`config.mk`:
```
export PLATFORM = sky130hd
export DESIGN_NAME = antialiased_line_rasterizer_flat
export DESIGN_NICKNAME = d
export VERILOG_FILES = /design/src/sv/alr_pkg.sv /design/src/sv/alr_if.sv /design/src/sv/alr_front.sv /design/src/sv/alr_back.sv /design/src/sv/antialiased_line_rasterizer.sv /design/src/flat_wrapper.sv
export SDC_FILE = /design/constraint.sdc
export NUM_CORES = 2
export LEC_CHECK = 0
export ABC_AREA = 1
export BUFFER_PORTS_ARGS = -buffer_cell sky130_fd_sc_hd__buf_2
export CORE_MARGIN = 5
export CORE_UTILIZATION = 50
export CTS_CLUSTER_DIAMETER = 200
export DETAILED_ROUTE_END_ITERATION = 16
export PLACE_DENSITY = 0.71
export SLEW_MARGIN = 25
export SYNTH_ARGS = -nofsm -noshare
export SYNTH_HDL_FRONTEND = slang
export SYNTH_SLANG_ARGS = --single-unit
```
`constraint.sdc`:
```
create_clock -name clk -period 11.5 [get_ports clk]
set_input_delay 3.45 -clock clk [delete_from_list [all_inputs] [get_ports clk]]
set_output_delay 3.45 -clock clk [all_outputs]
set_load 0.01 [all_outputs]
```
`src/sv/alr_pkg.sv`:
```
`timescale 1ns / 1ps
`default_nettype none
// Shared constants for the anti-aliased line rasterizer.
// No dependencies; alr_front and alr_checker refer to it by scoped names.
package alr_pkg;

  typedef logic req_t;

  localparam req_t REQ_START = 1'b0;
  localparam req_t REQ_TICK  = 1'b1;

endpackage
`default_nettype wire

```
`src/sv/alr_if.sv`:
```
`timescale 1ns / 1ps
`default_nettype none
// Valid/ready channel interfaces: input word, internal command word, pixel word.
// Depends on nothing; widths follow the parameters given at instantiation.
interface alr_in_if #(
  parameter int COORD_BITS = 12,
  parameter int COLOR_BITS = 8
) ();
  logic                  valid;
  logic                  ready;
  logic                  req_type;
  logic [COORD_BITS-1:0] x_start;
  logic [COORD_BITS-1:0] y_start;
  logic [COORD_BITS-1:0] x_finish;
  logic [COORD_BITS-1:0] y_finish;
  logic [COLOR_BITS-1:0] red_in;
  logic [COLOR_BITS-1:0] green_in;
  logic [COLOR_BITS-1:0] blue_in;

  modport source (output valid, req_type, x_start, y_start, x_finish, y_finish,
                  red_in, green_in, blue_in, input ready);
  modport sink (input valid, req_type, x_start, y_start, x_finish, y_finish,
                red_in, green_in, blue_in, output ready);
endinterface

interface alr_cmd_if #(
  parameter int COORD_BITS = 12,
  parameter int COLOR_BITS = 8
) ();
  logic                  valid;
  logic                  ready;
  logic                  is_start;
  logic                  steep;
  logic [COORD_BITS-1:0] a0;
  logic [COORD_BITS-1:0] b0;
  logic [COORD_BITS-1:0] a1;
  logic [COORD_BITS-1:0] b1;
  logic [COORD_BITS-1:0] dmaj;
  logic                  dmin_neg;
  logic [COORD_BITS-1:0] dmin_abs;
  logic [COLOR_BITS-1:0] red;
  logic [COLOR_BITS-1:0] green;
  logic [COLOR_BITS-1:0] blue;

  modport source (output valid, is_start, steep, a0, b0, a1, b1, dmaj, dmin_neg,
                  dmin_abs, red, green, blue, input ready);
  modport sink (input valid, is_start, steep, a0, b0, a1, b1, dmaj, dmin_neg,
                dmin_abs, red, green, blue, output ready);
endinterface

interface alr_out_if #(
  parameter int COORD_BITS = 12,
  parameter int COLOR_BITS = 8
) ();
  logic                  valid;
  logic                  ready;
  logic [COORD_BITS:0]   pixel_x;
  logic [COORD_BITS:0]   pixel_y;
  logic [COLOR_BITS-1:0] red_out;
  logic [COLOR_BITS-1:0] green_out;
  logic [COLOR_BITS-1:0] blue_out;
  logic                  last_pixel;

  modport source (output valid, pixel_x, pixel_y, red_out, green_out, blue_out,
                  last_pixel, input ready);
  modport sink (input valid, pixel_x, pixel_y, red_out, green_out, blue_out,
                last_pixel, output ready);
endinterface
`default_nettype wire

```
`src/sv/alr_front.sv`:
```
`timescale 1ns / 1ps
`default_nettype none
// Front end: accepts input words, orders endpoints along the major axis,
// and queues command words for the back end. Uses alr_pkg and alr_if.
module alr_front #(
  parameter int COORD_BITS = 12,
  parameter int COLOR_BITS = 8
) (
  input  wire           clk,
  input  wire           rst_n,
  alr_in_if.sink        in_port,
  alr_cmd_if.source     cmd_port
);

  localparam int CB = COORD_BITS;
  localparam int EW = 3 + 6 * CB + 3 * COLOR_BITS;
  localparam int DEPTH = 2;

  logic [CB-1:0] adx, ady, sa0, sb0, sa1, sb1, a0, b0, a1, b1, dmaj, dmin_abs;
  logic          steep, swap, dmin_neg, push, pop;
  logic [EW-1:0] wr_word, rd_word;

  logic [EW-1:0] mem_r [DEPTH];
  logic          wr_ptr_r, rd_ptr_r;
  logic [1:0]    count_r;

  always_comb begin
    adx = (in_port.x_finish >= in_port.x_start) ? in_port.x_finish - in_port.x_start
                                                : in_port.x_start - in_port.x_finish;
    ady = (in_port.y_finish >= in_port.y_start) ? in_port.y_finish - in_port.y_start
                                                : in_port.y_start - in_port.y_finish;
    steep = !(adx > ady);
    sa0 = steep ? in_port.y_start  : in_port.x_start;
    sb0 = steep ? in_port.x_start  : in_port.y_start;
    sa1 = steep ? in_port.y_finish : in_port.x_finish;
    sb1 = steep ? in_port.x_finish : in_port.y_finish;
    // step along rising major coordinate
    swap = sa1 < sa0;
    a0 = swap ? sa1 : sa0;
    b0 = swap ? sb1 : sb0;
    a1 = swap ? sa0 : sa1;
    b1 = swap ? sb0 : sb1;
    dmaj = a1 - a0;
    dmin_neg = b1 < b0;
    dmin_abs = dmin_neg ? b0 - b1 : b1 - b0;
    wr_word = {in_port.req_type == alr_pkg::REQ_START, steep, a0, b0, a1, b1, dmaj,
               dmin_neg, dmin_abs, in_port.red_in, in_port.green_in, in_port.blue_in};
  end

  assign in_port.ready  = count_r != 2'(DEPTH);
  assign cmd_port.valid = count_r != 2'd0;
  assign push = in_port.valid && in_port.ready;
  assign pop  = cmd_port.valid && cmd_port.ready;
  assign rd_word = mem_r[rd_ptr_r];

  assign {cmd_port.is_start, cmd_port.steep, cmd_port.a0, cmd_port.b0, cmd_port.a1,
          cmd_port.b1, cmd_port.dmaj, cmd_port.dmin_neg, cmd_port.dmin_abs,
          cmd_port.red, cmd_port.green, cmd_port.blue} = rd_word;

  always_ff @(posedge clk) begin
    if (push) begin
      mem_r[wr_ptr_r] <= wr_word;
    end
  end

  always_ff @(posedge clk) begin
    if (!rst_n) begin
      wr_ptr_r <= 1'b0;
      rd_ptr_r <= 1'b0;
      count_r  <= 2'd0;
    end else begin
      if (push) wr_ptr_r <= !wr_ptr_r;
      if (pop)  rd_ptr_r <= !rd_ptr_r;
      if (push && !pop)      count_r <= count_r + 2'd1;
      else if (pop && !push) count_r <= count_r - 2'd1;
    end
  end

endmodule
`default_nettype wire

```
`src/sv/alr_back.sv`:
```
`timescale 1ns / 1ps
`default_nettype none
// Back end: bit-serial gradient divider, line stepping state and pixel output
// register. Takes command words from alr_front; uses alr_if.
module alr_back #(
  parameter int COORD_BITS = 12,
  parameter int FRAC_BITS  = 16,
  parameter int COLOR_BITS = 8
) (
  input  wire           clk,
  input  wire           rst_n,
  alr_cmd_if.sink       cmd_port,
  alr_out_if.source     out_port
);

  localparam int CB   = COORD_BITS;
  localparam int PW   = CB + 1;
  localparam int IW   = PW + FRAC_BITS;
  localparam int SW   = FRAC_BITS + 2;
  localparam int DW   = CB + FRAC_BITS;
  localparam int CVW  = FRAC_BITS + 1;
  localparam int KW   = COLOR_BITS;
  localparam int CNTW = $clog2(DW + 1);
  localparam logic [CVW-1:0] COV_ONE  = CVW'(1) << FRAC_BITS;
  localparam logic [CVW-1:0] COV_HALF = CVW'(1) << (FRAC_BITS - 1);

  typedef enum logic [1:0] {ST_IDLE, ST_DIV, ST_EMIT} state_t;

  state_t          state_r;
  logic            active_r, steep_r, is_start_r, neg_r, tlast_r, out_valid_r;
  logic [PW-1:0]   pos_r, stop_r, tpos_r, ip_r;
  logic [IW-1:0]   icpt_r;
  logic [SW-1:0]   slope_r;
  logic [FRAC_BITS-1:0] fr_r;
  logic [CB-1:0]   a0_r, b0_r, a1_r, b1_r, dmaj_r;
  logic [KW-1:0]   red_r, green_r, blue_r;
  logic [CB:0]     rem_r;
  logic [DW-1:0]   quo_r;
  logic [CNTW-1:0] cnt_r;
  logic [1:0]      k_r;
  logic [PW-1:0]   px_r, py_r;
  logic [KW-1:0]   ro_r, go_r, bo_r;
  logic            lo_r;

  logic [CB:0]     rem_sh;
  logic            qbit, out_free, pix_last, slot_done;
  logic [SW-1:0]   q_fin, s_fin;
  logic [IW-1:0]   slope_ext, s_fin_ext;
  logic [PW-1:0]   maj, mnr, pos_inc;
  logic [CVW-1:0]  cov;
  logic [KW+CVW-1:0] prod_r, prod_g, prod_b;

  always_comb begin
    rem_sh = {rem_r[CB-1:0], quo_r[DW-1]};
    qbit   = rem_sh >= {1'b0, dmaj_r};
    q_fin  = quo_r[SW-1:0];
    s_fin  = (dmaj_r == '0) ? '0 : (neg_r ? SW'(-q_fin) : q_fin);
    s_fin_ext = {{(IW-SW){s_fin[SW-1]}}, s_fin};
    slope_ext = {{(IW-SW){slope_r[SW-1]}}, slope_r};
    pos_inc   = pos_r + PW'(1);
    out_free  = !out_valid_r || out_port.ready;
  end

  // pick the pixel for the current output slot
  always_comb begin
    maj = tpos_r;
    mnr = ip_r;
    cov = COV_ONE - {1'b0, fr_r};
    pix_last = 1'b0;
    if (is_start_r) begin
      case (k_r)
        2'd0: begin maj = PW'(a0_r); mnr = PW'(b0_r);          cov = COV_HALF; end
        2'd1: begin maj = PW'(a0_r); mnr = PW'(b0_r) + PW'(1); cov = '0;       end
        2'd2: begin maj = PW'(a1_r); mnr = PW'(b1_r);          cov = COV_HALF; end
        default: begin
          maj = PW'(a1_r); mnr = PW'(b1_r) + PW'(1); cov = '0; pix_last = !active_r;
        end
      endcase
      slot_done = k_r == 2'd3;
    end else begin
      if (k_r != 2'd0) begin
        mnr = ip_r + PW'(1);
        cov = {1'b0, fr_r};
        pix_last = tlast_r;
      end
      slot_done = k_r == 2'd1;
    end
    if (cov > COV_ONE) cov = COV_ONE;
    prod_r = (KW+CVW)'(red_r)   * (KW+CVW)'(cov);
    prod_g = (KW+CVW)'(green_r) * (KW+CVW)'(cov);
    prod_b = (KW+CVW)'(blue_r)  * (KW+CVW)'(cov);
  end

  assign cmd_port.ready      = state_r == ST_IDLE;
  assign out_port.valid      = out_valid_r;
  assign out_port.pixel_x    = px_r;
  assign out_port.pixel_y    = py_r;
  assign out_port.red_out    = ro_r;
  assign out_port.green_out  = go_r;
  assign out_port.blue_out   = bo_r;
  assign out_port.last_pixel = lo_r;

  always_ff @(posedge clk) begin
    if (!rst_n) begin
      state_r     <= ST_IDLE;
      active_r    <= 1'b0;
      out_valid_r <= 1'b0;
      steep_r     <= 1'b0;
      pos_r       <= '0;
      stop_r      <= '0;
      icpt_r      <= '0;
      slope_r     <= '0;
      red_r       <= '0;
      green_r     <= '0;
      blue_r      <= '0;
      is_start_r  <= 1'b0;
      k_r         <= 2'd0;
    end else begin
      // drop a taken word; while emitting, the slot logic owns the valid flag
      if (state_r != ST_EMIT && out_port.ready) out_valid_r <= 1'b0;
      case (state_r)
        ST_IDLE: begin
          if (cmd_port.valid) begin
            if (cmd_port.is_start) begin
              steep_r <= cmd_port.steep;
              a0_r    <= cmd_port.a0;
              b0_r    <= cmd_port.b0;
              a1_r    <= cmd_port.a1;
              b1_r    <= cmd_port.b1;
              dmaj_r  <= cmd_port.dmaj;
              neg_r   <= cmd_port.dmin_neg;
              red_r   <= cmd_port.red;
              green_r <= cmd_port.green;
              blue_r  <= cmd_port.blue;
              rem_r   <= '0;
              quo_r   <= {cmd_port.dmin_abs, {FRAC_BITS{1'b0}}};
              cnt_r   <= CNTW'(DW);
              state_r <= ST_DIV;
            end else if (!active_r || pos_r >= stop_r) begin
              active_r <= 1'b0;
            end else begin
              tpos_r  <= pos_r;
              ip_r    <= icpt_r[IW-1:FRAC_BITS];
              fr_r    <= icpt_r[FRAC_BITS-1:0];
              icpt_r  <= icpt_r + slope_ext;
              pos_r   <= pos_inc;
              tlast_r <= pos_inc >= stop_r;
              if (pos_inc >= stop_r) active_r <= 1'b0;
              is_start_r <= 1'b0;
              k_r     <= 2'd0;
              state_r <= ST_EMIT;
            end
          end
        end
        ST_DIV: begin
          if (cnt_r != '0) begin
            rem_r <= qbit ? rem_sh - {1'b0, dmaj_r} : rem_sh;
            quo_r <= {quo_r[DW-2:0], qbit};
            cnt_r <= cnt_r - CNTW'(1);
          end else begin
            slope_r  <= s_fin;
            icpt_r   <= {PW'(b0_r), {FRAC_BITS{1'b0}}} + s_fin_ext;
            pos_r    <= PW'(a0_r) + PW'(1);
            stop_r   <= PW'(a1_r);
            active_r <= (PW'(a0_r) + PW'(1)) < PW'(a1_r);
            is_start_r <= 1'b1;
            k_r      <= 2'd0;
            state_r  <= ST_EMIT;
          end
        end
        ST_EMIT: begin
          if (out_free) begin
            out_valid_r <= 1'b1;
            px_r <= steep_r ? mnr : maj;
            py_r <= steep_r ? maj : mnr;
            ro_r <= prod_r[FRAC_BITS +: KW];
            go_r <= prod_g[FRAC_BITS +: KW];
            bo_r <= prod_b[FRAC_BITS +: KW];
            lo_r <= pix_last;
            k_r  <= k_r + 2'd1;
            if (slot_done) state_r <= ST_IDLE;
          end
        end
        default: state_r <= ST_IDLE;
      endcase
    end
  end

endmodule
`default_nettype wire

```
`src/sv/antialiased_line_rasterizer.sv`:
```
`timescale 1ns / 1ps
`default_nettype none
// Anti-aliased line rasterizer, top level. Depends on alr_pkg, alr_if,
// alr_front and alr_back.
//
// Channels: in_port carries request words (start a line with two endpoints
// and a color, or tick for the next interior pixel pair); out_port carries
// pixel words (position, coverage-scaled color, last-pixel flag). Both use
// valid/ready; a word moves at a clock edge where both are high.
//
// A start word yields four pixel words (both endpoint pairs); a tick yields
// two, or none when no line is active. The front queues up to two classified
// words, so input keeps flowing while the back end works or output stalls.
//
// Sequence: a start runs the one-bit-per-cycle gradient divider, then sends its
// four pixel words; a tick steps the intercept, then sends its pair. Pixels go
// out one per cycle through the output register while out_port.ready is high.
//
// Reset (synchronous, rst_n low) empties the queue, drops any pending pixel
// word and ends the active line. When out_port.ready is low the output word
// holds, the back end waits, and the queue fills, then in_port.ready drops.
module antialiased_line_rasterizer #(
  parameter int COORD_BITS = 12,
  parameter int FRAC_BITS  = 16,
  parameter int COLOR_BITS = 8
) (
  input  wire         clk,
  input  wire         rst_n,
  alr_in_if.sink      in_port,
  alr_out_if.source   out_port
);

  // classified words between front and back
  alr_cmd_if #(.COORD_BITS(COORD_BITS), .COLOR_BITS(COLOR_BITS)) cmd_ch ();

  alr_front #(
    .COORD_BITS(COORD_BITS),
    .COLOR_BITS(COLOR_BITS)
  ) u_front (
    .clk      (clk),
    .rst_n    (rst_n),
    .in_port  (in_port),
    .cmd_port (cmd_ch.source)
  );

  alr_back #(
    .COORD_BITS(COORD_BITS),
    .FRAC_BITS (FRAC_BITS),
    .COLOR_BITS(COLOR_BITS)
  ) u_back (
    .clk      (clk),
    .rst_n    (rst_n),
    .cmd_port (cmd_ch.sink),
    .out_port (out_port)
  );

endmodule
`default_nettype wire

```
`src/flat_wrapper.sv`:
```
// flat-port wrapper written by rule: the top's interface ports become plain ports
module antialiased_line_rasterizer_flat 
#(
  parameter int COORD_BITS = 12,
  parameter int FRAC_BITS  = 16,
  parameter int COLOR_BITS = 8
)
  (clk, rst_n, in_port_valid, in_port_req_type, in_port_x_start, in_port_y_start, in_port_x_finish, in_port_y_finish, in_port_red_in, in_port_green_in, in_port_blue_in, in_port_ready, out_port_valid, out_port_pixel_x, out_port_pixel_y, out_port_red_out, out_port_green_out, out_port_blue_out, out_port_last_pixel, out_port_ready);
  alr_in_if #(.COORD_BITS(COORD_BITS), .COLOR_BITS(COLOR_BITS)) in_port_i ();
  alr_out_if #(.COORD_BITS(COORD_BITS), .COLOR_BITS(COLOR_BITS)) out_port_i ();
  input  wire clk;
  input  wire rst_n;
  input wire logic [$bits(in_port_i.valid)-1:0] in_port_valid;
  input wire logic [$bits(in_port_i.req_type)-1:0] in_port_req_type;
  input wire logic [$bits(in_port_i.x_start)-1:0] in_port_x_start;
  input wire logic [$bits(in_port_i.y_start)-1:0] in_port_y_start;
  input wire logic [$bits(in_port_i.x_finish)-1:0] in_port_x_finish;
  input wire logic [$bits(in_port_i.y_finish)-1:0] in_port_y_finish;
  input wire logic [$bits(in_port_i.red_in)-1:0] in_port_red_in;
  input wire logic [$bits(in_port_i.green_in)-1:0] in_port_green_in;
  input wire logic [$bits(in_port_i.blue_in)-1:0] in_port_blue_in;
  output wire logic [$bits(in_port_i.ready)-1:0] in_port_ready;
  output wire logic [$bits(out_port_i.valid)-1:0] out_port_valid;
  output wire logic [$bits(out_port_i.pixel_x)-1:0] out_port_pixel_x;
  output wire logic [$bits(out_port_i.pixel_y)-1:0] out_port_pixel_y;
  output wire logic [$bits(out_port_i.red_out)-1:0] out_port_red_out;
  output wire logic [$bits(out_port_i.green_out)-1:0] out_port_green_out;
  output wire logic [$bits(out_port_i.blue_out)-1:0] out_port_blue_out;
  output wire logic [$bits(out_port_i.last_pixel)-1:0] out_port_last_pixel;
  input wire logic [$bits(out_port_i.ready)-1:0] out_port_ready;
  assign in_port_i.valid = in_port_valid;
  assign in_port_i.req_type = in_port_req_type;
  assign in_port_i.x_start = in_port_x_start;
  assign in_port_i.y_start = in_port_y_start;
  assign in_port_i.x_finish = in_port_x_finish;
  assign in_port_i.y_finish = in_port_y_finish;
  assign in_port_i.red_in = in_port_red_in;
  assign in_port_i.green_in = in_port_green_in;
  assign in_port_i.blue_in = in_port_blue_in;
  assign in_port_ready = in_port_i.ready;
  assign out_port_valid = out_port_i.valid;
  assign out_port_pixel_x = out_port_i.pixel_x;
  assign out_port_pixel_y = out_port_i.pixel_y;
  assign out_port_red_out = out_port_i.red_out;
  assign out_port_green_out = out_port_i.green_out;
  assign out_port_blue_out = out_port_i.blue_out;
  assign out_port_last_pixel = out_port_i.last_pixel;
  assign out_port_i.ready = out_port_ready;
  antialiased_line_rasterizer #(.COORD_BITS(COORD_BITS), .FRAC_BITS(FRAC_BITS), .COLOR_BITS(COLOR_BITS)) u_core (.clk(clk), .rst_n(rst_n), .in_port(in_port_i), .out_port(out_port_i));
endmodule
```
# Word-level counts from Yosys, hierarchy flattened
# Memory sizes are Yosys's and may differ from the RTL's. A register that Yosys moved wholly into a read port is not among the register bits.
# Index checks and enable logic that the tools add are counted.
[totals] ramBits=198 memories=1 reg_bits=308 word_cells=211 inputBits=77 out_inout_bits=53
[op_classes] n_mul=3 reduce_logical=36 n_mux=84 order_cmp=10 add_sub_neg=21 bitwise_logic=4 n_eq_ne=17
[mem_list] memory="u_core.u_front.mem_r" words=2 width=99 rd=1 rd_ports_with_merged_regs=1 wr=1 line_no="alr_front.sv:23" text="logic [EW-1:0] mem_r [DEPTH];"
[op_table] op="two-way mux 12 bit" count=16
[op_table] op="two-way mux 13 bit" count=9
[op_table] op="two-way mux 29 bit" count=4
[op_table] op="subtractor 12 bit" count=8
[op_table] op="two-way mux 28 bit" count=3
[op_table] op="multiplier 8 x 17 -> 24 bit" count=3
[op_table] op="one-hot mux 29 bit (2 select lines)" count=1
[op_table] op="one-hot mux 28 bit (2 select lines)" count=1
[op_table] op="two-way mux 17 bit" count=3
[op_table] op="adder 12 x 1 -> 13 bit (second input constant)" count=3
[op_table] op=">= comparator 13 x 12 -> 1 bit" count=3
[op_table] op="one-hot mux 13 bit (3 select lines)" count=1
[op_table] op="two-way mux 18 bit" count=2
[op_table] op="adder 28 x 29 -> 29 bit" count=1
[op_table] op="adder 29 bit" count=1
[op_table] op="adder 13 x 1 -> 13 bit (second input constant)" count=2
[op_table] op="two-way mux 2 bit" count=13
[op_table] op="one-hot mux 13 bit (2 select lines)" count=1
[op_table] op="AND reduction 5 bit" count=5
[op_table] op=">= comparator 12 bit" count=2
[op_table] op="< comparator 12 bit" count=2
[op_table] op="one-hot mux 12 bit (2 select lines)" count=1
[op_table] op="two-way mux 1 bit" count=20
[op_table] op="inequality test 2 bit (second input constant)" count=9
[op_table] op="other kinds (33)" count=61

# Longest topological paths before layout
[logic_depth] depth_word=8 mapped_depth=59 depth_no_buf=48

# Cells and area by module
# From an unflattened synthesis, not the netlist that was laid out.
[unflattened] hier_cells=4890 area_unflattened_um2=41527.3
[by_module_without_submodules] module="alr_back" area_each_um2=28289.6 n_inst=1 seq_area_each_um2=8087.8 cells_per_inst=3484
[by_module_without_submodules] module="alr_front" area_each_um2=13237.7 n_inst=1 seq_area_each_um2=6045.8 cells_per_inst=1406

# Worst setup path before layout
# No wires, ideal clock.
[synth_timing] kind="in2reg" from="in in_port_y_finish[0]" to="mem u_core.u_front.mem_r[0][33] in the netlist's numbering (data pin)" path_buffers=15 t_required_ns=11.242 arrival_ns=10.667 setup_ns=0.258 path_stages=47 path_slack_ns=0.576 path_cell_list="inv_1 -> ha_1 -> inv_1 -> fa_1 -> a21oi_1 -> nor2_1 -> a211oi_1 -> nand2_1 -> clkbuf_1 -> o21ai_0 -> nand2_1 -> o21ai_0 -> xnor2_1 -> ha_1 -> nand4_1 -> nor3_1 -> nand2_2 -> nand2_4 -> [11 not listed] -> buf_8 -> buf_12 -> buf_12 -> buf_6 -> buf_2 -> buf_2 -> nand2_1 -> o21ai_0 -> ha_1 -> clkbuf_1 -> nand3_1 -> nor2_1 -> or2_4 -> nand3_2 -> nor2b_4 -> buf_6 -> nand2_1 -> nand2_1"
[synth_via] elab_chain_cells=8 word_cells_on_any_way=16 cone_classes="4 x add/sub; 4 x order compare; 8 x mux"
[synth_rtl] item="start: declaration" line_no="flat_wrapper.sv:18" text="input wire logic [$bits(in_port_i.y_finish)-1:0] in_port_y_finish;"
[synth_rtl] item="subtractor 12 bit, or another cell as far along" line_no="alr_front.sv:31" text=": in_port.y_start - in_port.y_finish;"
[synth_rtl] item="two-way mux 12 bit" line_no="alr_front.sv:30" text="ady = (in_port.y_finish >= in_port.y_start) ? in_port.y_finish - in_port.y_start"
[synth_rtl] item="greater-than comparator 12 bit" line_no="alr_front.sv:32" text="steep = !(adx > ady);"
[synth_rtl] item="two-way mux 12 bit, on equally long branches" line_no="alr_front.sv:35, alr_front.sv:33"
[synth_rtl] item="< comparator 12 bit" line_no="alr_front.sv:38" text="swap = sa1 < sa0;"
[synth_rtl] item="two-way mux 12 bit *" line_no="alr_front.sv:42" text="b1 = swap ? sb0 : sb1;"
[synth_rtl] item="net u_core.u_front.b1[2]" line_no="alr_front.sv:19" text="logic [CB-1:0] adx, ady, sa0, sb0, sa1, sb1, a0, b0, a1, b1, dmaj, dmin_abs;"
[synth_rtl] item="< comparator 12 bit *" line_no="alr_front.sv:44" text="dmin_neg = b1 < b0;"
[synth_rtl] item="net u_core.u_front.dmin_neg" line_no="alr_front.sv:20" text="logic steep, swap, dmin_neg, push, pop;"
[synth_rtl] item="two-way mux 12 bit *" line_no="alr_front.sv:45" text="dmin_abs = dmin_neg ? b0 - b1 : b1 - b0;"
[synth_rtl] item="net u_core.u_front.dmin_abs[9]" line_no="alr_front.sv:19"
[synth_rtl] item="end: declaration" line_no="alr_front.sv:23"
# The timed path passes the listed nets; every way through them passes the cells marked *.

# Worst setup path after layout
[layout_timing] from="in in_port_y_finish[0]" to="mem u_core.u_front.mem_r[0][35] in the netlist's numbering (data pin)"
[layout_via] elab_chain_cells=8 word_cells_on_any_way=16 cone_classes="4 x add/sub; 4 x order compare; 8 x mux"
[layout_rtl] item="subtractor 12 bit, or another cell as far along" line_no="alr_front.sv:31"
[layout_rtl] item="two-way mux 12 bit" line_no="alr_front.sv:30"
[layout_rtl] item="greater-than comparator 12 bit" line_no="alr_front.sv:32"
[layout_rtl] item="two-way mux 12 bit, on equally long branches" line_no="alr_front.sv:35, alr_front.sv:33"
[layout_rtl] item="< comparator 12 bit" line_no="alr_front.sv:38"
[layout_rtl] item="two-way mux 12 bit *" line_no="alr_front.sv:40" text="b0 = swap ? sb1 : sb0;"
[layout_rtl] item="net u_core.u_front.b0[1]" line_no="alr_front.sv:19"
[layout_rtl] item="subtractor 12 bit / < comparator 12 bit (equally long branches)" line_no="alr_front.sv:45, alr_front.sv:44"
[layout_rtl] item="two-way mux 12 bit *" line_no="alr_front.sv:45"
[layout_rtl] item="net u_core.u_front.dmin_abs[11]" line_no="alr_front.sv:19"
# Marked as above.

==> impl_metrics.toml <==
[drt]
met3_length_um = 7660
drc_marker_count_from_the_first_detailed_route_iteration = 2679
drt_first_pass_iters = 6
antenna_violating_nets_post_route = 0
top_layer_used = "met4"
m1WireLength_um = 50200
route.final.wire_length_um = 113000
num_vias = 33800
met2WireLength_um = 51000
routedWlPerCell_um = 18.4
drc_errors = 0
avgViaCountPerCell = 5.51

[floorplanning]
core_area_um2 = 82000
die_h_um = 297
start_util_pct = 50.4
floorplan.io_pins = 130
placement_rows = 105
die_width_um = 297
die-area_um2 = 88500

[synth]
yosysTopAreaCellShare_pct = 28.9
synth_most_common_cell = "sky130_fd_sc_hd__nand2_1"
yosysTopAreaCell = "sky130_fd_sc_hd__edfxtp_1"
synth-seq-area-share_pct = 34.2
synth_enable_flop_cells = 398
yosysWarningCount = 0
synth.cells.most_frequent = "894 x sky130_fd_sc_hd__nand2_1, 826 x sky130_fd_sc_hd__inv_1, 517 x sky130_fd_sc_hd__nor2_1, 433 x sky130_fd_sc_hd__o21ai_0, 398 x sky130_fd_sc_hd__edfxtp_1"
synth_top_flop_cell = "sky130_fd_sc_hd__edfxtp_1"
synth_fp_nets = 5608
asyncSetResetFlopFracSynth_pct = 0
post_synth_inst_count = 4954
synth.area.top_cells = "sky130_fd_sc_hd__edfxtp_1 29%, sky130_fd_sc_hd__fa_1 13%, sky130_fd_sc_hd__ha_1 9.2%"
syn-mean-instance-area_um2 = 8.34
ys_seq_elements = 507
syn-cell-area_um2 = 41300
synth_cell_type_count = 68

[clocking]
postCtsResizedCells = 0
cts-hold-fix-buffers = 0
tritoncts.num_buffers = 56
root_buffer = "sky130_fd_sc_hd__clkbuf_16"
ctsHtreeMaxLevel = 2
clock_insertion_delay_worst_skew_ps = 620
ctsLongestPathBuffers = 3
number_of_clock_sinks = 507
post-cts-setup-buffers = 0
clk_transition_reported_paths_ps = 60
tritoncts = "built"

[setup_path]
crit_start = "in_port_y_finish[0]"
cp-end-kind = "register"
worst_r2r_endpoint = "u_core.u_back.out_port.green_out[7]"
arrival_ps = 11040
critPathLaunchType = "input port"
critical_path.max_fanout = 62
critical_path.most_common_cell = "sky130_fd_sc_hd__nand2_1"
critical-path-max-stage-delay_ps = 540
r2r_slack_ps = 2780
worst_ep_required_time_ps = 11860
crit_end = "u_core.u_front.mem_r[0][35]"
worst_path_max_delay_cell = "sky130_fd_sc_hd__ha_1"
regToRegStartpoint = "u_core.u_back.k_r[0]"
r2r.worst_path.cells = 28
timing.setup.critical_path_class = "in2reg"

[cells_and_area]
layout.cell_area.non_filler_um2 = 44900
final_layout_size_suffix_gt1_share_pct = 7.56
post-route-util_pct = 54.8
layout.nets = 5673
layout.filler_cells = 7487
flow.area_growth_from_synthesis_pct = 8.75

[sta]
finalWorstPathRequiredPeriod_ps = 10680
holdWs_ps = 460
achievable-frequency_mhz = 93.6
setup_total_negative_slack_ps = 0
finalMaxSlewViolations = 0
tightest_slew_ps = 1020
clock_skew_ps = 27.8
hold_viol_final = 0
unrepaired_setup_endpoints_after_global_routing = "no"
finalCritPeriodShare_pct = 92.9
setup_slack_ps = 817
max-slew-margin-rel_pct = 31.5
setup_violations = 0

[global_route]
global_route.usage.total_pct = 25.0
grt_antenna_before_repair = 1
overall_overflow_remaining_after_global_route = 0
grt_max_degree = 93
grt_first_pass_wirelength_um = 179000
number_of_global_route_vias_before_repair = 32900

[placed_design]
routabilityCongestion = 0.970
placed_cell_areas_um2 = 43000
dp_hpwl_um = 85900
pre_cts_ws_ps = 364
input_output_buffers = 129

[min_path]
timing.hold.worst.class = "reg2reg"

[power]
power_density_nw_per_um2 = 311
total_leakage_power_uw = 0.0202
peakVddDrop_v = 0.000347

[flow_run]
max_cap_viol_count = 0

[run_status]
status = "completed"
worst min-delay path by stage:
stage / cells past startpoint / to / startpoint
after global routing: 1 / u_core.u_front.rd_ptr_r / u_core.u_front.rd_ptr_r
after detailed placement: 0 / u_core.u_back.fr_r[12] / u_core.u_back.icpt_r[12]
after global placement: 1 / register / u_core.u_front.rd_ptr_r
after CTS: 1 / register / u_core.u_front.rd_ptr_r
final: 1 / register / u_core.u_front.rd_ptr_r
after floorplan: 1 / register / u_core.u_front.rd_ptr_r
placed cells by master (no fill, tap or decap), types with 7 or more instances in the layout:
| cell | count |
|---|---|
| sky130_fd_sc_hd__o211ai_1 | 12 |
| sky130_fd_sc_hd__clkbuf_16 | 56 |
| sky130_fd_sc_hd__a21oi_1 | 368 |
| sky130_fd_sc_hd__clkbuf_1 | 14 |
| sky130_fd_sc_hd__o21ai_2 | 7 |
| sky130_fd_sc_hd__nand3b_1 | 7 |
| sky130_fd_sc_hd__o21ai_0 | 433 |
| sky130_fd_sc_hd__a31oi_1 | 21 |
| sky130_fd_sc_hd__or2_2 | 9 |
| sky130_fd_sc_hd__fa_1 | 273 |
| sky130_fd_sc_hd__nand2_2 | 9 |
| sky130_fd_sc_hd__xnor2_1 | 40 |
| sky130_fd_sc_hd__dfxtp_1 | 108 |
| sky130_fd_sc_hd__buf_2 | 129 |
| sky130_fd_sc_hd__a211oi_1 | 11 |
| sky130_fd_sc_hd__nor2_4 | 7 |
| sky130_fd_sc_hd__inv_1 | 826 |
| sky130_fd_sc_hd__a221oi_1 | 10 |
| sky130_fd_sc_hd__ha_1 | 304 |
| sky130_fd_sc_hd__nor2_1 | 511 |
| sky130_fd_sc_hd__o21ai_1 | 19 |
| sky130_fd_sc_hd__nand2_1 | 894 |
| sky130_fd_sc_hd__clkinv_1 | 13 |
| sky130_fd_sc_hd__nor3_1 | 44 |
| sky130_fd_sc_hd__buf_4 | 44 |
| sky130_fd_sc_hd__nand4_1 | 37 |
| sky130_fd_sc_hd__bufinv_16 | 8 |
| sky130_fd_sc_hd__mux2i_1 | 9 |
| sky130_fd_sc_hd__a21o_1 | 19 |
| sky130_fd_sc_hd__nor4_1 | 15 |
| sky130_fd_sc_hd__o221ai_1 | 8 |
| sky130_fd_sc_hd__edfxtp_1 | 398 |
| sky130_fd_sc_hd__clkinv_2 | 8 |
| sky130_fd_sc_hd__mux2_2 | 63 |
| sky130_fd_sc_hd__xor2_1 | 81 |
| sky130_fd_sc_hd__nand3_1 | 154 |
| sky130_fd_sc_hd__o21bai_1 | 14 |
area by class of cell:
| type | instances | area, µm² | area share (%) |
|---|---|---|---|
| clock inverter | 31 | 412 | 0.916 |
| timing repair buffer | 174 | 987 | 2.20 |
| multi-input combinational | 3441 | 23400 | 52.1 |
| sequential | 507 | 14100 | 31.5 |
| tap | 1070 | 1340 | 2.98 |
| clock buffer | 74 | 1510 | 3.36 |
| inverter | 839 | 3150 | 7.01 |
| antenna | 1 | 2.50 | 0.00557 |
layer usage:
metal	global-route usage, %	vias to the layer above
met5	0	-
met4	7.86	0
met3	3.94	212
met2	40.2	1168
met1	34.9	16200
li1	-	16300
flip-flops by register name, summed over array words and instances, names as in the netlist, 13 cells and up, named ones only:
name                            flops
u_core.u_back.ip_r                 13
u_core.u_back.tpos_r               13
u_core.u_back.slope_r              18
u_core.u_front.mem_r              198
u_core.u_back.fr_r                 16
u_core.u_back.out_port.pixel_y     13
u_core.u_back.out_port.pixel_x     13
u_core.u_back.quo_r                28
u_core.u_back.icpt_r               29
u_core.u_back.pos_r                13
stage by stage:
stage,instances,power (µW)
floorplan,4954,9580
global placement,6031,11800
detailed placement,6031,11900
CTS,6136,13900
global route,6137,15300
finish,6137,14000
critical path: cells and delay by family:
family,cells,cell delay [ps]
adders and majority gates,5,1940
buffers and inverters,9,970
and+or+nand+nor,21,2970
AOI/OAI and AO/OA,7,1380
xor gates and xnor gates,1,330
kinds of logic after synthesis:
| logic type | share of synthesized area, % |
|---|---|
| buffers and inverters | 9.36 |
| flip-flops | 34.2 |
| multiplexers | 1.93 |
| AO/OA/AOI/OAI | 12.6 |
| XOR/XNOR | 2.56 |
| adder cells (fa/ha/maj) | 22.4 |
| AND/OR/NAND/NOR | 16.9 |
report_power, final:
group          switching (µW)  internal [µW]  leakage, µW
clock network             762           1110     0.000931
logic                    5910           2890       0.0147
registers                 298           3000      0.00457
total                    6970           7000       0.0202
Power figures use the tool's default switching activity.
